**src/hdl/wsfd_pkg.sv**
```systemverilog
// ----------------------------------------------------------------------------
// WebSocket frame deframer package
// Shared types, constants and buffer type helpers for the deframer.
// ----------------------------------------------------------------------------
package wsfd_pkg;

  // Parser phases.
  typedef enum logic [2:0] {
    PH_HDR0    = 3'd0,
    PH_HDR1    = 3'd1,
    PH_EXTLEN  = 3'd2,
    PH_KEY     = 3'd3,
    PH_PAYLOAD = 3'd4
  } phase_t;

  // Buffer types carried with each result.
  localparam logic [2:0] BT_TEXT_FRAG = 3'd0;
  localparam logic [2:0] BT_BIN_FRAG  = 3'd1;
  localparam logic [2:0] BT_TEXT_MSG  = 3'd2;
  localparam logic [2:0] BT_BIN_MSG   = 3'd3;
  localparam logic [2:0] BT_CLOSE     = 3'd4;
  localparam logic [2:0] BT_PING      = 3'd5;
  localparam logic [2:0] BT_PONG      = 3'd6;

  // Frame opcodes.
  localparam logic [3:0] OP_CONT  = 4'h0;
  localparam logic [3:0] OP_TEXT  = 4'h1;
  localparam logic [3:0] OP_BIN   = 4'h2;
  localparam logic [3:0] OP_CLOSE = 4'h8;
  localparam logic [3:0] OP_PING  = 4'h9;
  localparam logic [3:0] OP_PONG  = 4'hA;

  // Seven-bit length codes that announce an extended length.
  localparam logic [6:0] LEN_EXT16 = 7'd126;
  localparam logic [6:0] LEN_EXT64 = 7'd127;

  // Configuration.
  localparam int          PADDR_W       = 4;
  localparam logic [63:0] MAX_LEN_RESET = 64'h0000_0000_0040_0000;
  localparam logic        REG_MAX_LEN   = 1'b0;

  typedef struct packed {
    logic [7:0] data_byte;
    logic       has_data;
    logic [2:0] buffer_type;
    logic       frame_end;
    logic       length_error;
  } result_t;

  function automatic logic [2:0] control_type(input logic [3:0] op,
                                              input logic [2:0] keep);
    logic [2:0] t;
    case (op)
      OP_CLOSE: t = BT_CLOSE;
      OP_PING:  t = BT_PING;
      OP_PONG:  t = BT_PONG;
      default:  t = keep;
    endcase
    return t;
  endfunction

  // Type of a payload byte that does not end its frame.
  function automatic logic [2:0] mid_type(input logic [3:0] op,
                                          input logic [2:0] prev);
    logic [2:0] t;
    case (op)
      OP_TEXT: t = BT_TEXT_FRAG;
      OP_BIN:  t = BT_BIN_FRAG;
      default: t = control_type(op, prev);
    endcase
    return t;
  endfunction

  // Type of the last result of a frame.
  function automatic logic [2:0] end_type(input logic [3:0] op,
                                          input logic       fin,
                                          input logic [2:0] prev);
    logic [2:0] t;
    if (fin) begin
      case (op)
        OP_CONT: begin
          if (prev == BT_TEXT_FRAG) begin
            t = BT_TEXT_MSG;
          end else if (prev == BT_BIN_FRAG) begin
            t = BT_BIN_MSG;
          end else begin
            t = prev;
          end
        end
        OP_TEXT: t = BT_TEXT_MSG;
        OP_BIN:  t = BT_BIN_MSG;
        default: t = control_type(op, prev);
      endcase
    end else begin
      t = mid_type(op, prev);
    end
    return t;
  endfunction

endpackage

```
**src/hdl/websocket_frame_deframer_unit.sv**
```systemverilog
// ----------------------------------------------------------------------------
// WebSocket frame deframer
// Parses received WebSocket frames byte by byte and delivers unmasked
// payload bytes tagged with their buffer type.
// ----------------------------------------------------------------------------
//
//  Channel   Handshake              Payload
//  --------  ---------------------  ---------------------------------------
//  input     in_valid / in_ready    rx_byte
//  output    out_valid / out_ready  data_byte, has_data, buffer_type,
//                                   frame_end, length_error
//  config    APB psel/penable       paddr, pwdata, prdata (64 bit)
//
// Each input beat is decoded in the cycle it is accepted, one byte per clock,
// and its result, if any, is pushed into the two-entry queue on that edge.
// in_ready drops only while that queue is full, so a stalled output beat does
// not stop input while a slot is free. Synchronous reset clears the parser,
// the queue and max_payload_length (back to 4 MiB). After the error beat of an
// oversize frame, input beats are still accepted but ignored until reset.
module websocket_frame_deframer_unit (
  input  logic                         clk,
  input  logic                         rst,
  // Byte input.
  input  logic                         in_valid,
  output logic                         in_ready,
  input  logic [7:0]                   rx_byte,
  // Result output.
  output logic                         out_valid,
  input  logic                         out_ready,
  output logic [7:0]                   data_byte,
  output logic                         has_data,
  output logic [2:0]                   buffer_type,
  output logic                         frame_end,
  output logic                         length_error,
  // Configuration port.
  input  logic                         psel,
  input  logic                         penable,
  input  logic                         pwrite,
  input  logic [wsfd_pkg::PADDR_W-1:0] paddr,
  input  logic [63:0]                  pwdata,
  output logic [63:0]                  prdata,
  output logic                         pready
);

  logic [63:0]       max_payload_length;
  logic              in_accept;
  logic              res_valid;
  logic              queue_full;
  wsfd_pkg::result_t res;
  wsfd_pkg::result_t out_res;

  // Registers sit on 8-byte boundaries; bit 3 selects the register.
  assign pready = 1'b1;
  assign prdata = (paddr[3] == wsfd_pkg::REG_MAX_LEN) ? max_payload_length : 64'd0;

  always_ff @(posedge clk) begin
    if (rst) begin
      max_payload_length <= wsfd_pkg::MAX_LEN_RESET;
    end else if (psel && penable && pwrite && (paddr[3] == wsfd_pkg::REG_MAX_LEN)) begin
      max_payload_length <= pwdata;
    end
  end

  assign in_ready  = !queue_full;
  assign in_accept = in_valid && in_ready;

  // The parser state advances on each accepted beat until an oversize frame
  // halts it; its result, if any, is pushed into the queue on the same edge.
  wsfd_parser u_parser (
    .clk                (clk),
    .rst                (rst),
    .step_in            (in_accept),
    .rx_byte            (rx_byte),
    .max_payload_length (max_payload_length),
    .res_valid          (res_valid),
    .res                (res)
  );

  wsfd_out_queue u_queue (
    .clk       (clk),
    .rst       (rst),
    .push      (res_valid),
    .push_data (res),
    .full      (queue_full),
    .out_valid (out_valid),
    .out_ready (out_ready),
    .out_data  (out_res)
  );

  assign data_byte    = out_res.data_byte;
  assign has_data     = out_res.has_data;
  assign buffer_type  = out_res.buffer_type;
  assign frame_end    = out_res.frame_end;
  assign length_error = out_res.length_error;

endmodule

```
**src/hdl/wsfd_parser.sv**
```systemverilog
// ----------------------------------------------------------------------------
// WebSocket frame header parser and unmasker
// Holds the frame state and turns each accepted byte into at most one result.
// ----------------------------------------------------------------------------
module wsfd_parser (
  input  logic             clk,
  input  logic             rst,
  input  logic             step_in,
  input  logic [7:0]       rx_byte,
  input  logic [63:0]      max_payload_length,
  output logic             res_valid,
  output wsfd_pkg::result_t res
);

  wsfd_pkg::phase_t phase, phase_next;
  logic [3:0]  header_byte_count, header_byte_count_next;
  logic [3:0]  frame_opcode, frame_opcode_next;
  logic        frame_fin, frame_fin_next;
  logic        frame_masked, frame_masked_next;
  logic [63:0] payload_remaining, payload_remaining_next;
  logic [31:0] masking_key, masking_key_next;
  logic [1:0]  key_index, key_index_next;
  logic [2:0]  previous_type, previous_type_next;
  logic        halted, halted_next;

  logic        step;
  logic [6:0]  len7;
  logic        len_is_ext;
  logic [63:0] ext_len;
  logic [3:0]  cnt_dec;
  logic [63:0] fin_len;
  logic        finish_now;
  logic        len_over;
  logic        len_zero;
  logic [63:0] rem_dec;
  logic        last_payload;
  logic [7:0]  key_byte;
  logic [2:0]  end_t;

  // Shared decode of the current byte against the frame state.
  always_comb begin
    step         = step_in && !halted;
    len7         = rx_byte[6:0];
    len_is_ext   = (len7 == wsfd_pkg::LEN_EXT16) || (len7 == wsfd_pkg::LEN_EXT64);
    ext_len      = {payload_remaining[55:0], rx_byte};
    cnt_dec      = header_byte_count - 4'd1;
    rem_dec      = payload_remaining - 64'd1;
    last_payload = (rem_dec == 64'd0);
    end_t        = wsfd_pkg::end_type(frame_opcode, frame_fin, previous_type);
    fin_len      = '0;
    finish_now   = 1'b0;
    case (phase)
      wsfd_pkg::PH_HDR1: begin
        fin_len    = {57'd0, len7};
        finish_now = !len_is_ext && !rx_byte[7];
      end
      wsfd_pkg::PH_EXTLEN: begin
        fin_len    = ext_len;
        finish_now = (cnt_dec == 4'd0) && !frame_masked;
      end
      wsfd_pkg::PH_KEY: begin
        fin_len    = payload_remaining;
        finish_now = (cnt_dec == 4'd0);
      end
      default: begin
        fin_len    = '0;
        finish_now = 1'b0;
      end
    endcase
    len_over = (fin_len > max_payload_length);
    len_zero = (fin_len == 64'd0);
    case (key_index)
      2'd0:    key_byte = masking_key[31:24];
      2'd1:    key_byte = masking_key[23:16];
      2'd2:    key_byte = masking_key[15:8];
      default: key_byte = masking_key[7:0];
    endcase
  end

  // Result of the current byte.
  always_comb begin
    res_valid = 1'b0;
    res       = '0;
    if (step) begin
      if (finish_now) begin
        if (len_over) begin
          res_valid        = 1'b1;
          res.length_error = 1'b1;
        end else if (len_zero) begin
          res_valid       = 1'b1;
          res.buffer_type = end_t;
          res.frame_end   = 1'b1;
        end
      end else if (phase == wsfd_pkg::PH_PAYLOAD) begin
        res_valid       = 1'b1;
        res.data_byte   = frame_masked ? (rx_byte ^ key_byte) : rx_byte;
        res.has_data    = 1'b1;
        res.buffer_type = last_payload ? end_t
                                       : wsfd_pkg::mid_type(frame_opcode, previous_type);
        res.frame_end   = last_payload;
      end
    end
  end

  // Next state.
  always_comb begin
    phase_next             = phase;
    header_byte_count_next = header_byte_count;
    frame_opcode_next      = frame_opcode;
    frame_fin_next         = frame_fin;
    frame_masked_next      = frame_masked;
    payload_remaining_next = payload_remaining;
    masking_key_next       = masking_key;
    key_index_next         = key_index;
    previous_type_next     = previous_type;
    halted_next            = halted;
    if (step) begin
      case (phase)
        wsfd_pkg::PH_HDR0: begin
          frame_opcode_next = rx_byte[3:0];
          frame_fin_next    = rx_byte[7];
          phase_next        = wsfd_pkg::PH_HDR1;
        end
        wsfd_pkg::PH_HDR1: begin
          frame_masked_next = rx_byte[7];
          if (len_is_ext) begin
            payload_remaining_next = '0;
            header_byte_count_next = (len7 == wsfd_pkg::LEN_EXT16) ? 4'd2 : 4'd8;
            phase_next             = wsfd_pkg::PH_EXTLEN;
          end else begin
            payload_remaining_next = {57'd0, len7};
            if (rx_byte[7]) begin
              phase_next             = wsfd_pkg::PH_KEY;
              header_byte_count_next = 4'd4;
              masking_key_next       = '0;
            end
          end
        end
        wsfd_pkg::PH_EXTLEN: begin
          payload_remaining_next = ext_len;
          header_byte_count_next = cnt_dec;
          if ((cnt_dec == 4'd0) && frame_masked) begin
            phase_next             = wsfd_pkg::PH_KEY;
            header_byte_count_next = 4'd4;
            masking_key_next       = '0;
          end
        end
        wsfd_pkg::PH_KEY: begin
          masking_key_next       = {masking_key[23:0], rx_byte};
          header_byte_count_next = cnt_dec;
        end
        wsfd_pkg::PH_PAYLOAD: begin
          key_index_next         = key_index + 2'd1;
          payload_remaining_next = rem_dec;
          previous_type_next     = res.buffer_type;
          if (last_payload) begin
            phase_next = wsfd_pkg::PH_HDR0;
          end
        end
        default: begin
          phase_next = wsfd_pkg::PH_HDR0;
        end
      endcase
      if (finish_now) begin
        key_index_next         = '0;
        header_byte_count_next = '0;
        if (len_over) begin
          halted_next = 1'b1;
        end else if (len_zero) begin
          previous_type_next = end_t;
          phase_next         = wsfd_pkg::PH_HDR0;
        end else begin
          phase_next = wsfd_pkg::PH_PAYLOAD;
        end
      end
    end
  end

  always_ff @(posedge clk) begin
    if (rst) begin
      phase             <= wsfd_pkg::PH_HDR0;
      header_byte_count <= '0;
      frame_opcode      <= '0;
      frame_fin         <= 1'b0;
      frame_masked      <= 1'b0;
      payload_remaining <= '0;
      masking_key       <= '0;
      key_index         <= '0;
      previous_type     <= '0;
      halted            <= 1'b0;
    end else begin
      phase             <= phase_next;
      header_byte_count <= header_byte_count_next;
      frame_opcode      <= frame_opcode_next;
      frame_fin         <= frame_fin_next;
      frame_masked      <= frame_masked_next;
      payload_remaining <= payload_remaining_next;
      masking_key       <= masking_key_next;
      key_index         <= key_index_next;
      previous_type     <= previous_type_next;
      halted            <= halted_next;
    end
  end

endmodule

```
**src/hdl/wsfd_out_queue.sv**
```systemverilog
// ----------------------------------------------------------------------------
// WebSocket deframer result queue
// Two-entry queue that decouples result production from the output stall.
// ----------------------------------------------------------------------------
module wsfd_out_queue (
  input  logic              clk,
  input  logic              rst,
  input  logic              push,
  input  wsfd_pkg::result_t push_data,
  output logic              full,
  output logic              out_valid,
  input  logic              out_ready,
  output wsfd_pkg::result_t out_data
);

  wsfd_pkg::result_t entries [2];
  logic       wr_ptr;
  logic       rd_ptr;
  logic [1:0] count;
  logic       pop;

  assign full      = (count == 2'd2);
  assign out_valid = (count != 2'd0);
  assign pop       = out_valid && out_ready;
  assign out_data  = entries[rd_ptr];

  always_ff @(posedge clk) begin
    if (push) begin
      entries[wr_ptr] <= push_data;
    end
  end

  always_ff @(posedge clk) begin
    if (rst) begin
      wr_ptr <= 1'b0;
      rd_ptr <= 1'b0;
      count  <= '0;
    end else begin
      if (push) begin
        wr_ptr <= ~wr_ptr;
      end
      if (pop) begin
        rd_ptr <= ~rd_ptr;
      end
      case ({push, pop})
        2'b10:   count <= count + 2'd1;
        2'b01:   count <= count - 2'd1;
        default: count <= count;
      endcase
    end
  end

endmodule

```
**config.mk**
```make
export PLATFORM = sky130hd
export DESIGN_NAME = websocket_frame_deframer_unit
export DESIGN_NICKNAME = d
export VERILOG_FILES = /design/src/hdl/wsfd_pkg.sv /design/src/hdl/websocket_frame_deframer_unit.sv /design/src/hdl/wsfd_parser.sv /design/src/hdl/wsfd_out_queue.sv
export SDC_FILE = /design/constraint.sdc
export NUM_CORES = 1
export LEC_CHECK = 0
export BUFFER_PORTS_ARGS = -buffer_cell sky130_fd_sc_hd__buf_2
export CORE_MARGIN = 2
export CORE_UTILIZATION = 65
export CTS_CLUSTER_SIZE = 40
export DETAILED_ROUTE_END_ITERATION = 8
export PLACE_DENSITY = 0.93
export SKIP_LAST_GASP = 1
export SYNTH_ARGS = -nofsm -noshare
export SYNTH_HDL_FRONTEND = slang
export SYNTH_SLANG_ARGS = --single-unit
```
**constraint.sdc**
```tcl
create_clock -name clk -period 13.63 [get_ports clk]
set_input_delay 2.726 -clock clk [delete_from_list [all_inputs] [get_ports clk]]
set_output_delay 2.726 -clock clk [all_outputs]
set_load 0.02 [all_outputs]
```
* After elaboration in Yosys (flattened, before gate mapping)
Memories as Yosys holds them, arrays and structs flattened. A register that Yosys moved wholly into a read port is not among the register bits.
Index checks and enable logic that the tools add are counted.
W data, S select, Z words.
** Word-level totals
- Logic and storage cells :: 137
- Flip-flop bits (word level) :: 183
- Input bits :: 83
- Memories :: 1
- Bits in writable memories :: 28
** Memories
- u_queue.entries :: words 2, bits a word 14, rd ports 1, clocked after Yosys merged registers in 1, write ports 1, line wsfd_out_queue.sv:16 : wsfd_pkg::result_t entries [2];
** Operators by class
- Reductions and logical operators :: 35
- Multiplexer cells :: 56
- Order comparisons :: 1
- $add $sub $neg :: 5
- Bitwise gates (word level) :: 4
- Equal/unequal tests :: 21
** Operator list (number)
- $pmux W64 S3 :: 2
- $logic_not A64 Y1 :: 2
- $mux W32 :: 3
- $pmux W32 S3 :: 1
- $gt A64 B64 Y1 :: 1
- $mux W64 :: 1
- $sub A64 B1 Y64 const B :: 1
- $mux W3 :: 15
- $mux W4 :: 8
- $pmux W8 S3 :: 1
- $pmux W3 S3 :: 2
- $pmux W3 S5 :: 1
- $eq A7 B7 Y1 const B :: 2
- $mux W14 :: 1
- $mux W13 :: 1
- $eq A4 B4 Y1 const B :: 3
- $pmux W4 S3 :: 1
- $mux W1 :: 11
- $logic_and A1 B1 Y1 :: 9
- $mux W9 :: 1
- $logic_not A4 Y1 :: 2
- $mux W8 :: 1
- $reduce_and A2 Y1 :: 4
- $xor A8 B8 Y8 :: 1
- 28 further kinds :: 47

* Longest topological paths before layout
Gate-level depths: netlist (run 1).
- Depth in word-level cells :: 13
- Depth in mapped cells :: 19
- Depth with buffers taken out :: 15

* Modules after synthesis
Synthesis (run 1) repeated with hierarchy kept, for this count alone.
** Second synthesis, totals
- Cell total of the unflattened synthesis :: 1985
- Area total of the unflattened synthesis :: 15215.8 um^2
** Modules (own cells, without submodules)
- wsfd_parser :: cells each 1566, instances 1, area each 10632.7 um^2
- websocket_frame_deframer_unit :: cells each 353, instances 1, area each 3364.5 um^2
- wsfd_out_queue :: cells each 66, instances 1, area each 1218.7 um^2

* Worst setup path before layout (run 1)
OpenSTA, ideal clock, no wires.
- Path type :: input port to output port
- Start point :: input paddr[3] (netlist name)
- End point :: output prdata[10]
- Stages on the path :: 3
- Data required time :: 10904 ps
- Arrival :: 3427 ps
- Slack :: 7477 ps
- Buffers on the path :: 2
- Path through :: clkbuf_1 > clkbuf_1 > nor2_1
** Between the ends
- Longest elaborated chain between the ends :: 1
** RTL lines
- from (decl) :: line websocket_frame_deframer_unit.sv:39 : input logic [wsfd_pkg::PADDR_W-1:0] paddr,
- $mux W64 :: line websocket_frame_deframer_unit.sv:54 : assign prdata = (paddr[3] == wsfd_pkg::REG_MAX_LEN) ? max_payload_length : 64'd0;
- to (decl) :: line websocket_frame_deframer_unit.sv:41 : output logic [63:0] prdata,
Every way passes these cells.

* Worst setup path after layout (run 1)
- Start point :: input paddr[3] (netlist name)
- End point :: output prdata[63]
The elaborated chain is that of the path after synthesis.

==> flow_metrics.tcl, run 1 <==
set metrics [dict create \
    status "finished, violations left" \
    violations "DRC" \
    grt-busiest-layer "met2" \
    synth_warnings 0 \
    die_h_um 154 \
    hold_path.class "reg -> reg" \
    ys_types 80 \
    cp.arrival_ns 3.92 \
    post-cts-setup-buffer-count 0 \
    postRouteAntennaNets 0 \
    rsz0062_at_grt "false" \
    dp_cells 2297 \
    synth_area_mm2 0.0147 \
    worstSetupEndpointType "output port" \
    portBuffers 159 \
    synthSimpleGateAreaFrac 0.294 \
    worst_pin_slew_ns 1.30 \
    dr.pass1.iters 9 \
    clockRootBuffer "clkbuf_16" \
    die-area_mm2 0.0239 \
    drc 1 \
    io_pins 164 \
    p_per_area_mw_per_mm2 124 \
    drt_iter0_drc 2112 \
    yosysMostFrequentCell "nor2_1" \
    cap_violations 0 \
    cts_max_path_buffers 3 \
    fp-row-count 55 \
    max_freq_mhz 151 \
    cts_buffers 23 \
    wl_per_cell_um 20.6 \
    synth_top_area_frac 0.250 \
    relSlewSlack 0.136 \
    yosys-top-cells-count "nor2_1 (288), nand2_1 (280), a21oi_1 (188), dfxtp_1 (184), clkbuf_1 (159)" \
    hpwl_um 32600 \
    antenna_cells 0 \
    grt_pass1_vias 14656 \
    grtUsageMet3 0.0863 \
    drv_slew 0 \
    ys_async_sr_fraction 0 \
    reg2reg_from "u_parser.phase[0]$_SDFFE_PP0P_" \
    setup_violations 0 \
    worstPathRequired_ns 10.90 \
    grtUsageMet1 0.525 \
    worst-r2r-cell-count 12 \
    synth-xor-area-share 0.0214 \
    synth.net_count 2177 \
    ctsHoldBuffers 0 \
    fin_crit_sh 0.487 \
    rrSetupSlack_ns 8.02 \
    antenna_found_initial 0 \
    clkSinkCount 212 \
    drive_gt1_frac 0.134 \
    grt_pass1_wl_um 75900 \
    synth_top_family_by_area "simple AND/OR/NAND/NOR gates" \
    netlist_top_cells_area "dfxtp_1 (25%), nor2_1 (7.3%), nand2_1 (7.1%)" \
    stdcell_area_mm2 0.0161 \
    fp.dieW_um 154 \
    synth_top_area_cell "dfxtp_1" \
    synthAdderAreaFrac 0.0621 \
    overflow 0 \
    syn_area_per_cell_um2 7.28 \
    grt_usage 0.389 \
    critPathKind "in -> out" \
    clock_skew_ns 0.0126 \
    reg2reg_to "u_queue.entries[0][13]$_DFFE_PP_" \
    ctsResizeCount 0 \
    num-nets-final 2193 \
    grt_max_degree 77 \
    cp-startpoint "paddr[3]" \
    critPathCapture "prdata[63]" \
    ys_seq_area_frac 0.307 \
    synth_mux_area_frac 0.0610 \
    ir_worst_vdd_uv 89.6 \
    cts_max_level 1 \
    period_minus_slack_ns 6.64 \
    insertion_delay_ns 0.54 \
    cp-start-kind "input pin" \
    finalSetupTns_ns 0 \
    clkTransAtPathRegs_ns 0.06 \
    synth_top_flop_cell "dfxtp_1" \
    fin_cells 2339 \
    power.leakage_nw 6.13 \
    crit_path_max_fanout 66 \
    place.gp.congestion 0.979 \
    initial_utilization 0.656 \
    synth-seq-cells 212 \
    via_count 15774 \
    area_growth_pct 9.70 \
    met2_usage 0.589 \
    dpl-instance-area_mm2 0.0153 \
    cts_tree "built" \
    finalHoldViolations 0 \
    vias_per_cell 6.74 \
    synth_edf_count 28 \
    coreArea_mm2 0.0224 \
    synthCells 2021 \
    synth-compound-area-share 0.181 \
    routed_wl_um 48100 \
]
[area by class of cell]
type	count	area (um^2)
clock buffer	31	657
clock inverter	11	159
fill	1760	6290
inverter	96	360
multi-input combinational	1528	9160
sequential	212	4530
tap	285	357
timing repair buffer	176	926
[placed cells by master, fill, tap and decap left out, types with 22 or more instances in the layout]
cell type  count
a22oi_1       32
buf_2        158
nand3_1       55
nand4_1       40
nand2_1      279
nor4_1        51
dfxtp_1      183
or4_1         22
ha_1          73
nor2_1       286
a21oi_1      188
clkbuf_16     24
mux2i_1       66
o21ai_0       77
inv_1         96
edfxtp_1      28
nor3_1        57
[worst min-delay path by stage]
stage | slack, ns | from | depth (start not counted) | end
floorplan | 0.43 | u_parser.masking_key[24]$_SDFFE_PP0P_ | 2 | u_parser.masking_key[24]$_SDFFE_PP0P_
global placement | 0.44 | u_parser.masking_key[26]$_SDFFE_PP0P_ | 2 | u_parser.masking_key[26]$_SDFFE_PP0P_
detailed placement | 0.44 | u_parser.masking_key[31]$_SDFFE_PP0P_ | 2 | u_parser.masking_key[31]$_SDFFE_PP0P_
CTS | 0.45 | max_payload_length[54]$_SDFFE_PP0P_ | 2 | max_payload_length[54]$_SDFFE_PP0P_
global route | 0.47 | max_payload_length[56]$_SDFFE_PP0P_ | 2 | max_payload_length[56]$_SDFFE_PP0P_
finish | 0.45 | max_payload_length[56]$_SDFFE_PP0P_ | 2 | max_payload_length[56]$_SDFFE_PP0P_
[critical path, cell delays in order]
cell	delay (ns)
buf_2	0.78
nor2_1	0.14
buf_2	0.22
[where the power goes]
| group | total, W | internal, W | leakage, nW | switching [W] |
|---|---|---|---|---|
| Combinational | 0.000630 | 0.000218 | 4.00 | 0.000411 |
| Clock | 0.000679 | 0.000400 | 0.398 | 0.000280 |
| Sequential | 0.000700 | 0.000653 | 1.73 | 0.0000467 |
| Total | 0.00201 | 0.00127 | 6.13 | 0.000738 |
[flip-flops by register name, indices dropped and copies added, names as in the netlist, 2 cells and up, named ones only]
name                        count
u_parser.phase                  3
max_payload_length             64
u_parser.key_index              2
u_queue.count                   2
u_parser.frame_opcode           4
u_parser.payload_remaining     64
u_parser.masking_key           32
u_parser.header_byte_count      4
u_queue.entries                28
u_parser.previous_type          3
[metal layers]
metal	up-vias	wire, um
met3	244	6370
met1	7200	18400
li1	7167	-
met4	0	2730
met5	-	0
met2	1163	20600
[cell families (layout without fill, tap and decap cells)]
logic type      Yosys count  in the layout
fa+ha+maj                73             73
other cells               1              1
mux                      87             87
flops                   212            212
compound gates          429            429
simple gates            902            902
xor+xnor                 36             36
buf+inv                 281            314
[per-stage QoR]
stage	hold WS (ns)	total power [W]	utilization	setup slack, ns
after floorplan	0.431	0.00115	-	7.48
after global placement	0.437	0.00130	0.683	7.02
after detailed placement	0.444	0.00131	0.683	6.97
after CTS	0.455	0.00198	0.720	7.02
after global routing	0.472	0.00208	0.720	6.89
final	0.454	0.00201	0.720	6.99
No activity file was read; power rests on OpenSTA's default activity.
==> inputs of run 2 (changes only) <==
Settings changed: ABC_AREA from default to 1, CORE_UTILIZATION 65 to 54, PLACE_DENSITY 0.93 to 0.84.
Clock period 13.63 ns to 5.8 ns, I/O delays scaled along.
==> flow_metrics.tcl, run 2 <==
set metrics [dict create \
    status "completed" \
    ctsResizeCount 0 \
    synthSimpleGateAreaFrac 0.299 \
    yosys-top-cells-count "nand2_1 (433), nor2_1 (358), inv_1 (252), a21oi_1 (194), dfxtp_1 (184)" \
    die-area_mm2 0.0275 \
    synth_area_mm2 0.0142 \
    worstPathRequired_ns 6.27 \
    max_freq_mhz 200 \
    synthAdderAreaFrac 0.0645 \
    synth_top_flop_cell "dfxtp_1" \
    p_sw_frac 0.391 \
    stdcell_area_mm2 0.0159 \
    portBuffers 159 \
    worst_pin_slew_ns 1.29 \
    synth_edf_count 28 \
    drc 0 \
    routed_wl_um 43400 \
    synth-seq-cells 212 \
    clock_skew_ns 0.0118 \
    seqPwrFrac 0.333 \
    cts_buffers 25 \
    die_h_um 166 \
    post-cts-setup-buffer-count 0 \
    cp.arrival_ns 5.46 \
    hold_path.class "reg -> reg" \
    power.leakage_nw 7.25 \
    grt_pass1_wl_um 69500 \
    antenna_found_initial 0 \
    ir_worst_vdd_uv 253 \
    vias_per_cell 5.67 \
    drive_gt1_frac 0.131 \
    setup_violations 0 \
    io_pins 164 \
    ys_async_sr_fraction 0 \
    synth-compound-area-share 0.189 \
    fp-row-count 59 \
    wl_per_cell_um 16.6 \
    ys_seq_area_frac 0.320 \
    synth_top_area_frac 0.260 \
    insertion_delay_ns 0.54 \
    synthCells 2153 \
    ctsHoldBuffers 0 \
    p_per_area_mw_per_mm2 318 \
    synth.net_count 2309 \
    grt_usage 0.306 \
    p_int_w 0.00307 \
    worstSetupEndpointType "flop" \
    fp.dieW_um 166 \
    clkPwrFrac 0.328 \
    grt_pass1_vias 13725 \
    finalSetupTns_ns 0 \
    power_w 0.00505 \
    final_cell_mix "nand2_1 (433), nor2_1 (358), inv_1 (251)" \
    coreArea_mm2 0.0259 \
    synth_warnings 0 \
    combPwrFrac 0.339 \
    register_area_mm2 0.00452 \
    largestRegisters "max_payload_length x64, u_parser.payload_remaining x64, u_parser.masking_key x32" \
    ys_types 54 \
    period_minus_slack_ns 4.99 \
    rsz0062_at_grt "false" \
    postRouteAntennaNets 0 \
    antenna_cells 0 \
    netlist_top_cells_area "dfxtp_1 (26%), nand2_1 (11%), nor2_1 (9.5%)" \
    syn_area_per_cell_um2 6.58 \
    dpl-instance-area_mm2 0.0150 \
    cts_max_level 1 \
    cts_max_path_buffers 3 \
    drv_slew 0 \
    drt_iter0_drc 1335 \
    grt_max_degree 103 \
    initial_utilization 0.546 \
    area_growth_pct 12.1 \
    synth_top_family_by_area "simple AND/OR/NAND/NOR gates" \
    dr.pass1.iters 5 \
    synth_top_area_cell "dfxtp_1" \
    fin_crit_sh 0.860 \
    via_count 14812 \
    synth_mux_area_frac 0.0111 \
    cp-start-kind "flop" \
    clkSinkCount 212 \
    hpwl_um 31500 \
    relSlewSlack 0.139 \
    overflow 0 \
    power_switching_w 0.00197 \
    clkTransAtPathRegs_ns 0.06 \
    clockRootBuffer "clkbuf_16" \
    final_common_cell "nand2_1" \
    crit_path_max_fanout 41 \
    multiInputGateArea_mm2 0.00818 \
    cap_violations 0 \
    cts_tree "built" \
    n_fill_cell 2438 \
    place.gp.congestion 0.958 \
    synth-xor-area-share 0.0136 \
    finalHoldViolations 0 \
    yosysMostFrequentCell "nand2_1" \
    hold_slack_ns 0.465 \
    critPathKind "reg -> reg" \
    num-nets-final 2415 \
]
run 2: changes by cell type after synthesis, moves of 22 or more:
cell      change
nand3_1      +45
nand4_1      -23
clkbuf_1     -95
mux2i_1      -66
o21ai_0      +89
nor3_1       -41
a31oi_1      +36
nor2_1       +70
nor4_1       -47
inv_1       +156
or4_1        -22
a22oi_1      -30
nand2_1     +153
run 2: power by group through the flow:
| stage | clock network (W) | logic, W | registers, W |
|---|---|---|---|
| after CTS | 0.00167 | 0.00167 | 0.00168 |
| after global placement | 0 | 0.00164 | 0.00171 |
| after detailed placement | 0 | 0.00166 | 0.00171 |
| after global routing | 0.00173 | 0.00189 | 0.00169 |
| final | 0.00166 | 0.00171 | 0.00168 |
| after floorplan | 0 | 0.00124 | 0.00167 |
run 2: area by class of cell:
class                   instances  area share
clock buffers                  33      0.0432
repair buffers                169      0.0550
clock inverters                13      0.0109
flip-flops and latches        212       0.285
multi-input cells            1582       0.516
well taps                     335      0.0264
inverters                     269      0.0640
run 2: critical path, stage by stage, from the launching register on:
cell,delay [ns]
dfxtp_1,0.38
inv_4,0.12
nand2_4,0.08
nor2_8,0.55
inv_4,0.39
o21ai_0,0.51
ha_1,0.19
nand2_1,0.06
inv_1,0.05
nand3_1,0.08
nor3_1,0.53
and3_1,0.34
nand2_1,0.08
nand2_1,0.05
nand2_1,0.30
nand2_1,0.14
inv_1,0.06
nand2_1,0.13
nand2_2,0.08
ha_1,0.29
inv_1,0.08
nand2_1,0.05
nor2_1,0.11
o21ai_0,0.08
a21oi_1,0.14
run 2: routing by layer:
| layer | GRT usage | up-vias | share of wire |
|---|---|---|---|
| met5 | 0 | - | 0 |
| met4 | 0.140 | 0 | 0.047 |
| met3 | 0.0479 | 141 | 0.082 |
| met2 | 0.493 | 662 | 0.45 |
| met1 | 0.404 | 6725 | 0.43 |
| li1 | - | 7284 | - |
run 2: final timing paths:
path,from,endpoint,slack [ns],depth (start not counted)
max,u_parser.phase[2]$_SDFFE_PP0P_,u_queue.count[1]$_SDFFE_PP0P_,0.81,24
min,u_parser.halted$_SDFFE_PP0P_,u_parser.halted$_SDFFE_PP0P_,0.47,1
max reg2reg,u_parser.phase[2]$_SDFFE_PP0P_,u_queue.count[1]$_SDFFE_PP0P_,0.81,24
min reg2reg,u_parser.halted$_SDFFE_PP0P_,u_parser.halted$_SDFFE_PP0P_,0.47,1
run 2: kinds of logic after synthesis:
logic type / Yosys count
and+or+nand+nor: 988
buffers and inverters: 359
AOI/OAI and AO/OA: 484
DFF: 212
other: 1
xor gates and xnor gates: 22
adders and majority gates: 73
muxes: 14
run 2: through the flow:
| step | utilization | std cells | worst slack [ns] |
|---|---|---|---|
| floorplan | - | 2153 | 2.01 |
| global placement | 0.580 | 2567 | 1.01 |
| detailed placement | 0.580 | 2567 | 0.919 |
| CTS | 0.613 | 2613 | 0.893 |
| global route | 0.613 | 2613 | 0.558 |
| finish | 0.613 | 2613 | 0.811 |
==> inputs of run 3 (changes only) <==
Settings changed: RECOVER_POWER from default to 100.
==> flow_metrics.tcl, run 3 (synthesized netlist as in run 2, its figures left out) <==
set metrics [dict create \
    status "finished, violations left" \
    violations "capacitance limit, slew limit" \
    hpwl_um 31500 \
    combPwrFrac 0.337 \
    clock_skew_ns 0.0111 \
    fp-row-count 59 \
    grt_usage 0.306 \
    fp.dieW_um 166 \
    antenna_cells 0 \
    cap_violations 3 \
    initial_utilization 0.546 \
    fin_crit_sh 0.879 \
    worst_pin_slew_ns 3.14 \
    power_switching_w 0.00197 \
    cpMostUsedCell "nand2_1" \
    cp-startpoint "u_parser.phase[2]$_SDFFE_PP0P_" \
    clkTransAtPathRegs_ns 0.06 \
    p_int_w 0.00307 \
    portBuffers 159 \
    die-area_mm2 0.0275 \
    reg2reg_to "u_queue.count[1]$_SDFFE_PP0P_" \
    antenna_found_initial 0 \
    io_pins 164 \
    vias_per_cell 5.64 \
    cts_max_path_buffers 3 \
    crit_path_max_fanout 34 \
    num-nets-final 2415 \
    drc 0 \
    worstPathRequired_ns 6.27 \
    dpl-instance-area_mm2 0.0150 \
    cts_max_level 1 \
    critPathMaxStageDelay_ns 0.67 \
    rrSetupSlack_ns 0.70 \
    worst-r2r-cell-count 24 \
    critPathKind "reg -> reg" \
    cts_buffers 25 \
    cp.arrival_ns 5.56 \
    largestRegisters "max_payload_length x64, u_parser.payload_remaining x64, u_parser.masking_key x32" \
    clkSinkCount 212 \
    coreArea_mm2 0.0259 \
    final_common_cell "nand2_1" \
    drt_iter0_drc 1347 \
    die_h_um 166 \
    wl_per_cell_um 16.6 \
    critPathCapture "u_queue.count[1]$_SDFFE_PP0P_" \
    clockRootBuffer "clkbuf_16" \
    cts_tree "built" \
    postRouteAntennaNets 0 \
    period_minus_slack_ns 5.10 \
    power.leakage_nw 6.91 \
    ctsHoldBuffers 0 \
    clkPwrFrac 0.329 \
    ir_worst_vdd_uv 253 \
    p_sw_frac 0.391 \
    cp-start-kind "flop" \
    insertion_delay_ns 0.54 \
    finalHoldViolations 0 \
    area_growth_pct 11.0 \
    n_fill_cell 2506 \
    ctsResizeCount 0 \
    slowest_stage "nand3_2" \
    rsz0062_at_grt "false" \
    grt_pass1_vias 13725 \
    place.gp.congestion 0.958 \
    via_count 14745 \
    post-cts-setup-buffer-count 0 \
    crit_chain "inv_4, nand3_2, inv_1, nand2_1, o21ai_0, ha_1, nand2_1, inv_1, nand3_1, nor3_1, and3_1, nand2_1, nand2_1, nand2_1, nand2_1, inv_1, nand2_1, nand2_1, ha_1, inv_1, nand2_1, nor2_1, o21ai_0, a21oi_1" \
    max_freq_mhz 196 \
    drive_gt1_frac 0.0896 \
    final_cell_mix "nand2_1 (435), nor2_1 (358), inv_1 (255)" \
    grt_max_degree 103 \
    relSlewSlack -1.09 \
    seqPwrFrac 0.334 \
    finalSetupTns_ns 0 \
    drv_slew 250 \
    hold_path.class "reg -> reg" \
    stdcell_area_mm2 0.0157 \
    grt_pass1_wl_um 69500 \
    setup_violations 0 \
    routed_wl_um 43400 \
    worstSetupEndpointType "flop" \
    min_from "u_queue.rd_ptr$_SDFFE_PP0P_" \
    p_per_area_mw_per_mm2 320 \
    reg2reg_from "u_parser.phase[2]$_SDFFE_PP0P_" \
    dr.pass1.iters 6 \
    overflow 0 \
]
[run 3: final cells by class]
class / instances / area (um^2) / share of cell area
Sequential cell: 212 / 4520 / 0.288
Tap cell: 335 / 419 / 0.0267
Clock inverter: 13 / 173 / 0.0110
Inverter: 269 / 1010 / 0.0646
Clock buffer: 33 / 686 / 0.0436
Timing Repair Buffer: 169 / 752 / 0.0479
Multi-Input combinational cell: 1582 / 8150 / 0.518
[run 3: metrics by stage]
stage	worst slack [ns]	total power, W	hold slack [ns]	util	instances
detailed placement	0.919	0.00336	0.452	0.580	2567
CTS	0.893	0.00501	0.458	0.613	2613
floorplan	2.01	0.00291	0.426	-	2153
global placement	1.01	0.00334	0.436	0.580	2567
global route	0.294	0.00530	0.482	0.607	2613
finish	0.704	0.00504	0.459	0.607	2613
[run 3: worst min-delay path by stage]
stage,to,slack [ns],cells past startpoint
final,u_queue.rd_ptr$_SDFFE_PP0P_,0.46,1
after global placement,u_queue.rd_ptr$_SDFFE_PP0P_,0.44,1
after floorplan,flop,0.43,1
after detailed placement,u_queue.rd_ptr$_SDFFE_PP0P_,0.45,1
after global routing,u_parser.halted$_SDFFE_PP0P_,0.48,1
after CTS,u_queue.rd_ptr$_SDFFE_PP0P_,0.46,1
[run 3: metal layers]
| layer | up-vias | wire [um] | share of wire | global-route usage |
|---|---|---|---|---|
| met5 | - | 0 | 0 | 0 |
| met4 | 0 | 2000 | 0.046 | 0.140 |
| met3 | 128 | 3330 | 0.077 | 0.0479 |
| met2 | 640 | 19200 | 0.44 | 0.493 |
| met1 | 6694 | 18800 | 0.43 | 0.404 |
| li1 | 7283 | - | - | - |
[run 3: power groups by stage]
stage | Clock [W] | Combinational [W] | Sequential, W
after global placement | 0 | 0.00164 | 0.00171
final | 0.00166 | 0.00170 | 0.00168
after CTS | 0.00167 | 0.00167 | 0.00168
after floorplan | 0 | 0.00124 | 0.00167
after detailed placement | 0 | 0.00166 | 0.00171
after global routing | 0.00173 | 0.00188 | 0.00169
[run 3: worst max-delay path, delay by kind of cell (launching register included)]
family	cells	cell delay, ns
and+or+nand+nor	14	2.75
buffers and inverters	5	0.91
AOI/OAI and AO/OA	3	0.49
adders and majority gates	2	0.48
DFF	1	0.38
